## src/hw/rtl/wsd_pkg.sv

```systemverilog
// Shared types and codes for the WebSocket frame deframer.
package wsd_pkg;

  // Input beat: one received frame byte and the end-of-chunk flag
  typedef struct packed {
    logic [7:0] byte_value;
    logic       last_byte;
  } wsd_in_t;

  // Result beat
  typedef struct packed {
    logic [7:0] payload_byte;
    logic       payload_valid;
    logic [3:0] frame_opcode;
    logic [3:0] status;
    logic       frame_end;
  } wsd_out_t;

  // Parse phases
  localparam logic [3:0] PH_HDR0 = 4'd0;
  localparam logic [3:0] PH_HDR1 = 4'd1;
  localparam logic [3:0] PH_EXT0 = 4'd2;
  localparam logic [3:0] PH_EXT1 = 4'd3;
  localparam logic [3:0] PH_KEY0 = 4'd4;
  localparam logic [3:0] PH_KEY1 = 4'd5;
  localparam logic [3:0] PH_KEY2 = 4'd6;
  localparam logic [3:0] PH_KEY3 = 4'd7;
  localparam logic [3:0] PH_DATA = 4'd8;

  // Status codes
  localparam logic [3:0] ST_RUN      = 4'd0;
  localparam logic [3:0] ST_TEXT     = 4'd1;
  localparam logic [3:0] ST_SHORT    = 4'd2;
  localparam logic [3:0] ST_EXTMISS  = 4'd3;
  localparam logic [3:0] ST_LEN64    = 4'd4;
  localparam logic [3:0] ST_UNMASKED = 4'd5;
  localparam logic [3:0] ST_TRUNC    = 4'd6;
  localparam logic [3:0] ST_CLOSE    = 4'd7;
  localparam logic [3:0] ST_NONTEXT  = 4'd8;

  // Opcodes and header fields
  localparam logic [3:0] OPC_TEXT   = 4'h1;
  localparam logic [3:0] OPC_CLOSE  = 4'h8;
  localparam logic [6:0] LEN_EXT16  = 7'd126;
  localparam logic [6:0] LEN_EXT64  = 7'd127;

endpackage

```

## src/hw/rtl/websocket_frame_deframer_core.sv

```systemverilog
// Top level of the WebSocket frame deframer: input register, parser, result register.
//
//  channel | direction | handshake            | payload
//  --------+-----------+----------------------+----------------------------------
//  in_     | in        | in_valid / in_ready  | in_beat  (byte_value, last_byte)
//  out_    | out       | out_valid / out_ready| out_beat (payload_byte, payload_valid,
//          |           |                      |           frame_opcode, status, frame_end)
//
// One byte per cycle sustained while out_ready does not stall; a taken byte is held in the
// input register, and its result is then loaded into the result register that drives out_valid.
// The parser state advances when the byte in the input register moves on; a byte
// that makes no result moves on even while the result register is full.
// Stalls on out_ready hold the result register and back-pressure the input register.
// Reset is synchronous on rst_n and empties both registers and the parser state.
module websocket_frame_deframer_core (
  input  logic              clk,
  input  logic              rst_n,
  input  logic              in_valid,
  output logic              in_ready,
  input  wsd_pkg::wsd_in_t  in_beat,
  output logic              out_valid,
  input  logic              out_ready,
  output wsd_pkg::wsd_out_t out_beat
);
  import wsd_pkg::*;

  logic     in_v_r;
  wsd_in_t  in_beat_r;
  logic     fire;
  logic     emit;
  logic     free;
  wsd_out_t res;

  // Move the held byte on when its result (if any) has room
  assign fire     = in_v_r && (!emit || free);
  assign in_ready = !in_v_r || fire;

  // Input register valid
  always_ff @(posedge clk) begin
    if (!rst_n) begin
      in_v_r <= 1'b0;
    end else if (in_ready) begin
      in_v_r <= in_valid;
    end
  end

  // Input register payload
  always_ff @(posedge clk) begin
    if (in_ready && in_valid) begin
      in_beat_r <= in_beat;
    end
  end

  wsd_parser u_parser (
    .clk   (clk),
    .rst_n (rst_n),
    .fire  (fire),
    .beat  (in_beat_r),
    .emit  (emit),
    .res   (res)
  );

  wsd_out_reg u_out_reg (
    .clk       (clk),
    .rst_n     (rst_n),
    .load      (fire && emit),
    .load_beat (res),
    .free      (free),
    .out_valid (out_valid),
    .out_ready (out_ready),
    .out_beat  (out_beat)
  );

endmodule

```

## src/hw/rtl/wsd_parser.sv

```systemverilog
// Header parser and payload unmasking state machine, one byte per fire.
module wsd_parser (
  input  logic              clk,
  input  logic              rst_n,
  input  logic              fire,
  input  wsd_pkg::wsd_in_t  beat,
  output logic              emit,
  output wsd_pkg::wsd_out_t res
);
  import wsd_pkg::*;

  logic [3:0]  phase_r, phase_nxt;
  logic [3:0]  opcode_r, opcode_nxt;
  logic        mask_r, mask_nxt;
  logic [15:0] len_r, len_nxt;
  logic [31:0] key_r, key_nxt;
  logic [15:0] count_r, count_nxt;
  logic        drop_r, drop_nxt;

  logic [7:0]  b;
  logic        last;
  logic [6:0]  len7;
  logic [3:0]  done_st;
  logic [7:0]  key_byte;
  logic [15:0] count_inc;

  assign b         = beat.byte_value;
  assign last      = beat.last_byte;
  assign len7      = b[6:0];
  assign count_inc = count_r + 16'd1;

  // Pick the completion status from the held opcode
  always_comb begin
    if (opcode_r == OPC_CLOSE) begin
      done_st = ST_CLOSE;
    end else if (opcode_r != OPC_TEXT) begin
      done_st = ST_NONTEXT;
    end else begin
      done_st = ST_TEXT;
    end
  end

  // Select the mask key byte for this payload position
  always_comb begin
    case (count_r[1:0])
      2'd0:    key_byte = key_r[7:0];
      2'd1:    key_byte = key_r[15:8];
      2'd2:    key_byte = key_r[23:16];
      default: key_byte = key_r[31:24];
    endcase
  end

  // Next state and result for the current byte
  always_comb begin
    phase_nxt         = phase_r;
    opcode_nxt        = opcode_r;
    mask_nxt          = mask_r;
    len_nxt           = len_r;
    key_nxt           = key_r;
    count_nxt         = count_r;
    drop_nxt          = drop_r;
    emit              = 1'b0;
    res.payload_byte  = 8'd0;
    res.payload_valid = 1'b0;
    res.frame_opcode  = opcode_r;
    res.status        = ST_RUN;
    res.frame_end     = 1'b0;

    if (drop_r) begin
      // Drop trailing bytes until the chunk ends
      if (last) begin
        drop_nxt  = 1'b0;
        phase_nxt = PH_HDR0;
      end
    end else begin
      case (phase_r)
        PH_HDR1: begin
          mask_nxt = b[7];
          if (len7 == LEN_EXT64) begin
            emit          = 1'b1;
            res.status    = ST_LEN64;
            res.frame_end = 1'b1;
            phase_nxt     = PH_HDR0;
            drop_nxt      = !last;
          end else if (len7 == LEN_EXT16) begin
            len_nxt = 16'd0;
            if (last) begin
              emit          = 1'b1;
              res.status    = ST_EXTMISS;
              res.frame_end = 1'b1;
              phase_nxt     = PH_HDR0;
            end else begin
              phase_nxt = PH_EXT0;
            end
          end else begin
            len_nxt = {9'd0, len7};
            if (!b[7]) begin
              emit          = 1'b1;
              res.status    = ST_UNMASKED;
              res.frame_end = 1'b1;
              phase_nxt     = PH_HDR0;
              drop_nxt      = !last;
            end else if (last) begin
              emit          = 1'b1;
              res.status    = ST_TRUNC;
              res.frame_end = 1'b1;
              phase_nxt     = PH_HDR0;
            end else begin
              key_nxt   = 32'd0;
              phase_nxt = PH_KEY0;
            end
          end
        end
        PH_EXT0: begin
          len_nxt = {b, 8'd0};
          if (last) begin
            emit          = 1'b1;
            res.status    = ST_EXTMISS;
            res.frame_end = 1'b1;
            phase_nxt     = PH_HDR0;
          end else begin
            phase_nxt = PH_EXT1;
          end
        end
        PH_EXT1: begin
          len_nxt = {len_r[15:8], b};
          if (!mask_r) begin
            emit          = 1'b1;
            res.status    = ST_UNMASKED;
            res.frame_end = 1'b1;
            phase_nxt     = PH_HDR0;
            drop_nxt      = !last;
          end else if (last) begin
            emit          = 1'b1;
            res.status    = ST_TRUNC;
            res.frame_end = 1'b1;
            phase_nxt     = PH_HDR0;
          end else begin
            key_nxt   = 32'd0;
            phase_nxt = PH_KEY0;
          end
        end
        PH_KEY0, PH_KEY1, PH_KEY2, PH_KEY3: begin
          // Key byte index is the low two bits of the phase
          case (phase_r[1:0])
            2'd0:    key_nxt[7:0]   = b;
            2'd1:    key_nxt[15:8]  = b;
            2'd2:    key_nxt[23:16] = b;
            default: key_nxt[31:24] = b;
          endcase
          if (phase_r == PH_KEY3 && len_r == 16'd0) begin
            emit          = 1'b1;
            res.status    = done_st;
            res.frame_end = 1'b1;
            phase_nxt     = PH_HDR0;
            drop_nxt      = !last;
          end else if (last) begin
            emit          = 1'b1;
            res.status    = ST_TRUNC;
            res.frame_end = 1'b1;
            phase_nxt     = PH_HDR0;
          end else if (phase_r == PH_KEY3) begin
            count_nxt = 16'd0;
            phase_nxt = PH_DATA;
          end else begin
            phase_nxt = phase_r + 4'd1;
          end
        end
        PH_DATA: begin
          // Unmask and emit the payload byte
          emit              = 1'b1;
          res.payload_byte  = b ^ key_byte;
          res.payload_valid = 1'b1;
          count_nxt         = count_inc;
          if (count_inc == len_r) begin
            res.status    = done_st;
            res.frame_end = 1'b1;
            phase_nxt     = PH_HDR0;
            drop_nxt      = !last;
          end else if (last) begin
            res.status    = ST_TRUNC;
            res.frame_end = 1'b1;
            phase_nxt     = PH_HDR0;
          end
        end
        default: begin
          // First header byte; unused phase codes land here too
          opcode_nxt       = b[3:0];
          res.frame_opcode = b[3:0];
          mask_nxt         = 1'b0;
          len_nxt          = 16'd0;
          count_nxt        = 16'd0;
          key_nxt          = 32'd0;
          if (last) begin
            emit          = 1'b1;
            res.status    = ST_SHORT;
            res.frame_end = 1'b1;
            phase_nxt     = PH_HDR0;
          end else begin
            phase_nxt = PH_HDR1;
          end
        end
      endcase
    end
  end

  // Advance parser state on each fired byte
  always_ff @(posedge clk) begin
    if (!rst_n) begin
      phase_r  <= PH_HDR0;
      opcode_r <= 4'd0;
      mask_r   <= 1'b0;
      len_r    <= 16'd0;
      key_r    <= 32'd0;
      count_r  <= 16'd0;
      drop_r   <= 1'b0;
    end else if (fire) begin
      phase_r  <= phase_nxt;
      opcode_r <= opcode_nxt;
      mask_r   <= mask_nxt;
      len_r    <= len_nxt;
      key_r    <= key_nxt;
      count_r  <= count_nxt;
      drop_r   <= drop_nxt;
    end
  end

  a_mid_frame_is_payload: assert property (@(posedge clk) disable iff (!rst_n)
    fire && emit && !res.frame_end |-> res.status == ST_RUN && res.payload_valid)
    else $error("mid-frame result without payload or with final status");

  a_final_status_ends: assert property (@(posedge clk) disable iff (!rst_n)
    fire && emit && res.status != ST_RUN |-> res.frame_end)
    else $error("final status without frame end");

  a_last_resets: assert property (@(posedge clk) disable iff (!rst_n)
    fire && beat.last_byte |=> phase_r == PH_HDR0 && !drop_r)
    else $error("chunk end did not return parser to first header byte");

  a_drop_silent: assert property (@(posedge clk) disable iff (!rst_n)
    fire && drop_r |-> !emit)
    else $error("result emitted while dropping trailing bytes");

endmodule

```

## src/hw/rtl/wsd_out_reg.sv

```systemverilog
// Result register between the parser and the output channel.
module wsd_out_reg (
  input  logic              clk,
  input  logic              rst_n,
  input  logic              load,
  input  wsd_pkg::wsd_out_t load_beat,
  output logic              free,
  output logic              out_valid,
  input  logic              out_ready,
  output wsd_pkg::wsd_out_t out_beat
);
  import wsd_pkg::*;

  logic     valid_r;
  wsd_out_t beat_r;

  // Register can take a beat when empty or being drained this cycle
  assign free      = !valid_r || out_ready;
  assign out_valid = valid_r;
  assign out_beat  = beat_r;

  // Hold valid until taken
  always_ff @(posedge clk) begin
    if (!rst_n) begin
      valid_r <= 1'b0;
    end else if (load) begin
      valid_r <= 1'b1;
    end else if (out_ready) begin
      valid_r <= 1'b0;
    end
  end

  // Capture result payload
  always_ff @(posedge clk) begin
    if (load) begin
      beat_r <= load_beat;
    end
  end

endmodule
```

## config.mk

```make
export PLATFORM = sky130hd
export DESIGN_NAME = websocket_frame_deframer_core
export DESIGN_NICKNAME = d
export VERILOG_FILES = /design/src/hw/rtl/wsd_pkg.sv /design/src/hw/rtl/websocket_frame_deframer_core.sv /design/src/hw/rtl/wsd_parser.sv /design/src/hw/rtl/wsd_out_reg.sv
export SDC_FILE = /design/constraint.sdc
export NUM_CORES = 1
export LEC_CHECK = 0
export BUFFER_PORTS_ARGS = -buffer_cell sky130_fd_sc_hd__buf_2
export CAP_MARGIN = 10
export CORE_MARGIN = 4
export CORE_UTILIZATION = 55
export DETAILED_ROUTE_END_ITERATION = 8
export PLACE_DENSITY = 0.72
export SLEW_MARGIN = 20
export SYNTH_ARGS = -nofsm -noshare
export SYNTH_HDL_FRONTEND = slang
export SYNTH_HIERARCHICAL = 1
export SYNTH_SLANG_ARGS = --single-unit
export TNS_END_PERCENT = 30
```

## constraint.sdc

```tcl
create_clock -name clk -period 4.07 [get_ports clk]
set_input_delay 0.407 -clock clk [delete_from_list [all_inputs] [get_ports clk]]
set_output_delay 0.407 -clock clk [all_outputs]
set_load 0.01 [all_outputs]
```

Word level (Yosys, flattened, before mapping). Index checks and enable logic that the tools add are counted. W data, S select, Z words.

Input port bits: 13. Register bits: 103.

Add/subtract/negate cells: 2. Bitwise operators: 8. Mux-type cells: 68. Reductions and logical operators: 32. Eq/ne operators: 28.

Operators with widths (count): $mux W32 (5); $pmux W32 S4 (1); $mux W16 (4); $pmux W16 S4 (1); $mux W4 (14); $pmux W16 S3 (1); $mux W8 (4); $reduce_and A8 Y1 (4); $mux W5 (5); $pmux W5 S5 (1); $pmux W8 S3 (1); $pmux W4 S5 (1); $mux W1 (19); $ne A2 B2 Y1 const B (9); $add A16 B1 Y16 const B (1); $eq A16 B16 Y1 (1); $eq A4 B3 Y1 const B (4); $logic_not A16 Y1 (1); $eq A7 B7 Y1 const B (2); $mux W3 (4); $mux W9 (1); $eq A4 B2 Y1 const B (2); $eq A4 B4 Y1 const B (2); $pmux W1 S4 (2); 27 further kinds (48).

Longest topological paths before layout.
Depth after elaboration: 11. Mapped depth: 17. Mapped depth without buffers: 16.

Modules after synthesis. Netlist, hierarchy kept.

By module, submodules not included: wsd_parser (sequential area each 1481.4 µm², times used 1, area an instance 4685.7 µm², cells each 566); wsd_out_reg (sequential area each 560.5 µm², times used 1, area an instance 589.3 µm², cells each 22); websocket_frame_deframer_core (sequential area each 290.3 µm², times used 1, area an instance 352.8 µm², cells each 17).

Worst setup path after synthesis. Ideal clock, no wire load.

Path kind: register to register. Start point: register in_beat_r[3] (netlist name). End point: register u_parser.key_r[16]. Path buffers: 1. Clock period less this slack: 3507 ps. Required time: 3954 ps. Path slack: 563 ps. Stages on the path, launching flop included: 18. Setup time: 116 ps. Arrival time: 3391 ps. Cell sequence: edfxtp_1 and4_1 nand3_1 nor2_1 a21oi_1 nand3_1 o21ai_0 nor3_1 nor2_1 a21boi_0 nand2_1 nor2_1 o21ai_1 a2111oi_2 a21boi_1 buf_2 mux2i_1 nor2b_1.

Longest elaborated chain between the ends: 9.

RTL lines: start, declared (line websocket_frame_deframer_core.sv:28) `wsd_in_t in_beat_r;`; start signal, assigned (line websocket_frame_deframer_core.sv:50) `in_beat_r <= in_beat;`; $eq A7 B7 Y1 (line wsd_parser.sv:85) `end else if (len7 == LEN_EXT16) begin`; $mux W1 (line wsd_parser.sv:85); $mux W1 (*) (line wsd_parser.sv:79) `if (len7 == LEN_EXT64) begin`; $pmux W1 S4 (*) (line wsd_parser.sv:76) `case (phase_r)`; $mux W1 (*) (line wsd_parser.sv:69) `if (drop_r) begin`; named net emit (line websocket_frame_deframer_core.sv:30) `logic emit;`; $logic_not A1 Y1 (*) (line websocket_frame_deframer_core.sv:35) `assign fire = in_v_r && (!emit || free);`; $logic_or A1 B1 Y1 (*) (line websocket_frame_deframer_core.sv:35); $logic_and A1 B1 Y1 (*) (line websocket_frame_deframer_core.sv:35); named net fire (line websocket_frame_deframer_core.sv:29) `logic fire;`; $reduce_and A8 Y1 (no line) (*); end signal, assigned (line wsd_parser.sv:222) `key_r <= key_nxt;`; end, declared (line wsd_parser.sv:16) `logic [31:0] key_r, key_nxt;`.

The timed path passes the listed nets; every way through them passes the cells marked *. A chain may end at the register's enable or synchronous reset.

Worst setup path after layout.
Start point: register in_beat_r[5] (netlist name). End point: register u_parser.key_r[22].

The elaborated chain is that of the path after synthesis.

==> results.sh <==
export IMPL_status="completed"
export IMPL_yosysWarnings=6
export IMPL_synth_cell_types=71
export IMPL_route_vias_total=4567
export IMPL_synth_top_area_share_pct=27.0
export IMPL_ir_drop_uv=206
export IMPL_syn_avg_cell_area_um2=9.30
export IMPL_ys_flop_type="dfxtp_1"
export IMPL_ys_seq_area_share_pct=41.4
export IMPL_leakage_uw=0.00217
export IMPL_cts_max_path_buffers=2
export IMPL_areaGrowthSynthToFinish_pct=9.20
export IMPL_hpwl_um=9540
export IMPL_synth_area_top_cells="dfxtp_1 (27%), edfxtp_1 (14%), mux2i_1 (6.9%), nor2b_1 (6.0%), o21ai_0 (3.9%)"
export IMPL_cts_made_buffers=9
export IMPL_first_pass_iters=6
export IMPL_layout_commonest_cell="dfxtp_1"
export IMPL_regArea_um2=2330
export IMPL_critPathKind="flip-flop to flip-flop"
export IMPL_grt_pass1_vias=4442
export IMPL_initial_core_util_pct=57.1
export IMPL_portBuffers=32
export IMPL_ctsHoldBuffers=0
export IMPL_setup_tns_ns=0
export IMPL_multiInputGateArea_um2=3100
export IMPL_postRouteAntennaNets=0
export IMPL_worstMarginPinSlew_ns=0.939
export IMPL_io_pins=33
export IMPL_diodes=0
export IMPL_die_w_um=109
export IMPL_cts_sinks=103
export IMPL_dieHeight_um=109
export IMPL_cp_start_kind="flip-flop"
export IMPL_cts_clk_slew_worst_paths_ns=0.10
export IMPL_power_density_nw_per_um2=306
export IMPL_timing_hold_ws_ns=0.207
export IMPL_synth_area_leader_cell="dfxtp_1"
export IMPL_synth_async_reset_ratio_pct=0
export IMPL_wl_um=13500
export IMPL_slew_limit_headroom_pct=36.9
export IMPL_layout_common_cells="dfxtp_1 (76), nor2b_1 (54), o21ai_0 (44)"
export IMPL_grt_ovfl_total=0
export IMPL_drc=0
export IMPL_fmax_ghz=0.277
export IMPL_hp_class="primary input to flip-flop"
export IMPL_fillers=842
export IMPL_cp_max_fo=8
export IMPL_fin_skew_ns=0.0125
export IMPL_finalHoldViolations=0
export IMPL_synth_edf_count=27
export IMPL_grt_pass1_wl_um=22500
export IMPL_antenna_found_initial=0
export IMPL_drt_iter0_markers=301
export IMPL_htree_levels=3
export IMPL_cp_arrival_ns=3.87
export IMPL_core_um2=9860
export IMPL_ctsRootBufferMaster="clkbuf_8"
export IMPL_netlist_area_um2=5630
export IMPL_fin_crit_ns=3.61
export IMPL_drive_gt1_share_pct=15.5
export IMPL_layout_worst_path_cycle_share_pct=88.8
export IMPL_wl_per_cell_um=17.7
export IMPL_required_ns=4.33
export IMPL_nNetsFinal=650
export IMPL_post_cts_repair_setup_buffers=0
export IMPL_viasPerCell=5.97
export IMPL_cts_tree="yes"
export IMPL_rows=36
export IMPL_syn_inst=605
export IMPL_syn_nets=627
export IMPL_gp_congestion=0.895
export IMPL_grt_max_degree=77
export IMPL_grt_util_all_layers_pct=24.1
export IMPL_cap_violations=0
export IMPL_finalSetupViolCount=0
export IMPL_insertion_delay_ns=0.37
export IMPL_rsz0062_at_grt="no"
export IMPL_drv_slew=0
export IMPL_die_area_um2=11900
export IMPL_synth_seq_cells=103
export IMPL_endpoint_kind="flip-flop"
==> worst max-delay path, cell delays in order (launching register included) <==
cell and delay, ns:
edfxtp_1 0.44, and4_1 0.22, nand3_1 0.19, nor2_1 0.18, a21oi_1 0.08, nand3_1 0.10, o21ai_0 0.17, nor3_1 0.21
nor2_1 0.11, a21boi_0 0.24, nand2_1 0.18, nor2_1 0.15, o21ai_1 0.11, a2111oi_4 0.38, a21boi_1 0.23, buf_4 0.23
mux2i_1 0.21, nor2b_1 0.06
==> final timing paths <==
path                                       endpoint  slack, ns  cells past startpoint                 from
worst min register to register  u_out_reg/out_valid       0.52                      2  u_out_reg/out_valid
worst max-delay path             u_parser/key_r[22]       0.46                     17         in_beat_r[5]
worst max register to register   u_parser/key_r[22]       0.46                     17         in_beat_r[5]
worst min-delay path                   in_beat_r[2]       0.21                      1           in_beat[2]
==> area by class of cell <==
type / instances / area share (%)
Sequential cell: 103 / 37.9
Timing Repair Buffer: 48 / 4.60
Inverter: 18 / 1.10
Tap cell: 133 / 2.71
Clock inverter: 5 / 1.04
Multi-Input combinational cell: 448 / 50.4
Clock buffer: 10 / 2.24
==> repair_timing <==
action / in CTS / in global routing
setup endpoints to repair: 0 / 30
gates resized for setup: 0 / 2
endpoints found under the hold margin: 0 / 0
==> flip-flops by register name, summed over array words and instances, names as in the netlist <==
name / cells
u_parser/key_r: 32
in_beat_r: 9
u_out_reg/out_beat: 18
u_parser/opcode_r: 4
u_parser/count_r: 16
u_out_reg/out_valid: 1
u_parser/mask_r: 1
in_v_r: 1
u_parser/len_r: 16
u_parser/drop_r: 1
u_parser/phase_r: 4
==> routing by layer <==
layer | wire length, µm | part of all wire (%) | track usage (%)
met5 | 0 | 0 | 0
met4 | 262 | 1.9 | 9.65
met3 | 767 | 5.7 | 3.67
met2 | 6470 | 48 | 39.0
met1 | 6020 | 45 | 32.4
==> report_power, final <==
part	internal, µW	switching (µW)	total [µW]
Combinational	59.6	82.8	142
Sequential	1060	12.3	1080
Clock	304	361	664
==> through the flow <==
step           worst slack, ns  std cells  total power (µW)  util, %  cell area [µm²]
4_1_cts                  0.289        765              1900     62.1             6130
5_1_grt                0.00713        765              1960     62.3             6150
2_1_floorplan            0.563        605              1190        -             5630
3_5_place_dp             0.324        750              1240     60.1             5930
6_report                 0.457        765              1880     62.3             6150
3_3_place_gp             0.428        750              1240     60.1             5930
==> cell families after synthesis <==
kind of cell / Yosys count / share of synthesized area (%)
and+or+nand+nor: 234 / 24.1
muxes: 43 / 7.74
buffers and inverters: 54 / 3.80
adders and majority gates: 9 / 2.00
AOI/OAI and AO/OA: 135 / 16.7
xor gates and xnor gates: 27 / 4.20
DFF: 103 / 41.4
==> Yosys cell counts (4+ instances only) <==
cell and count:
dfxtp_1 76, nor2b_1 54, o21ai_0 44, nor2_1 43, mux2i_1 39, nand2_1 36
edfxtp_1 27, clkbuf_1 25, xnor2_1 24, nand3_1 22, and2_1 19, inv_1 18
a21oi_1 15, a21boi_0 11, nor3_1 10, buf_2 9, ha_1 9, a222oi_1 8
o31ai_1 8, a22oi_1 7, nand4_1 6, nor3b_1 5, a31oi_1 4, and3_1 4
mux2_2 4, nor4_1 4
Note: power is estimated with default switching activity, not from simulation.
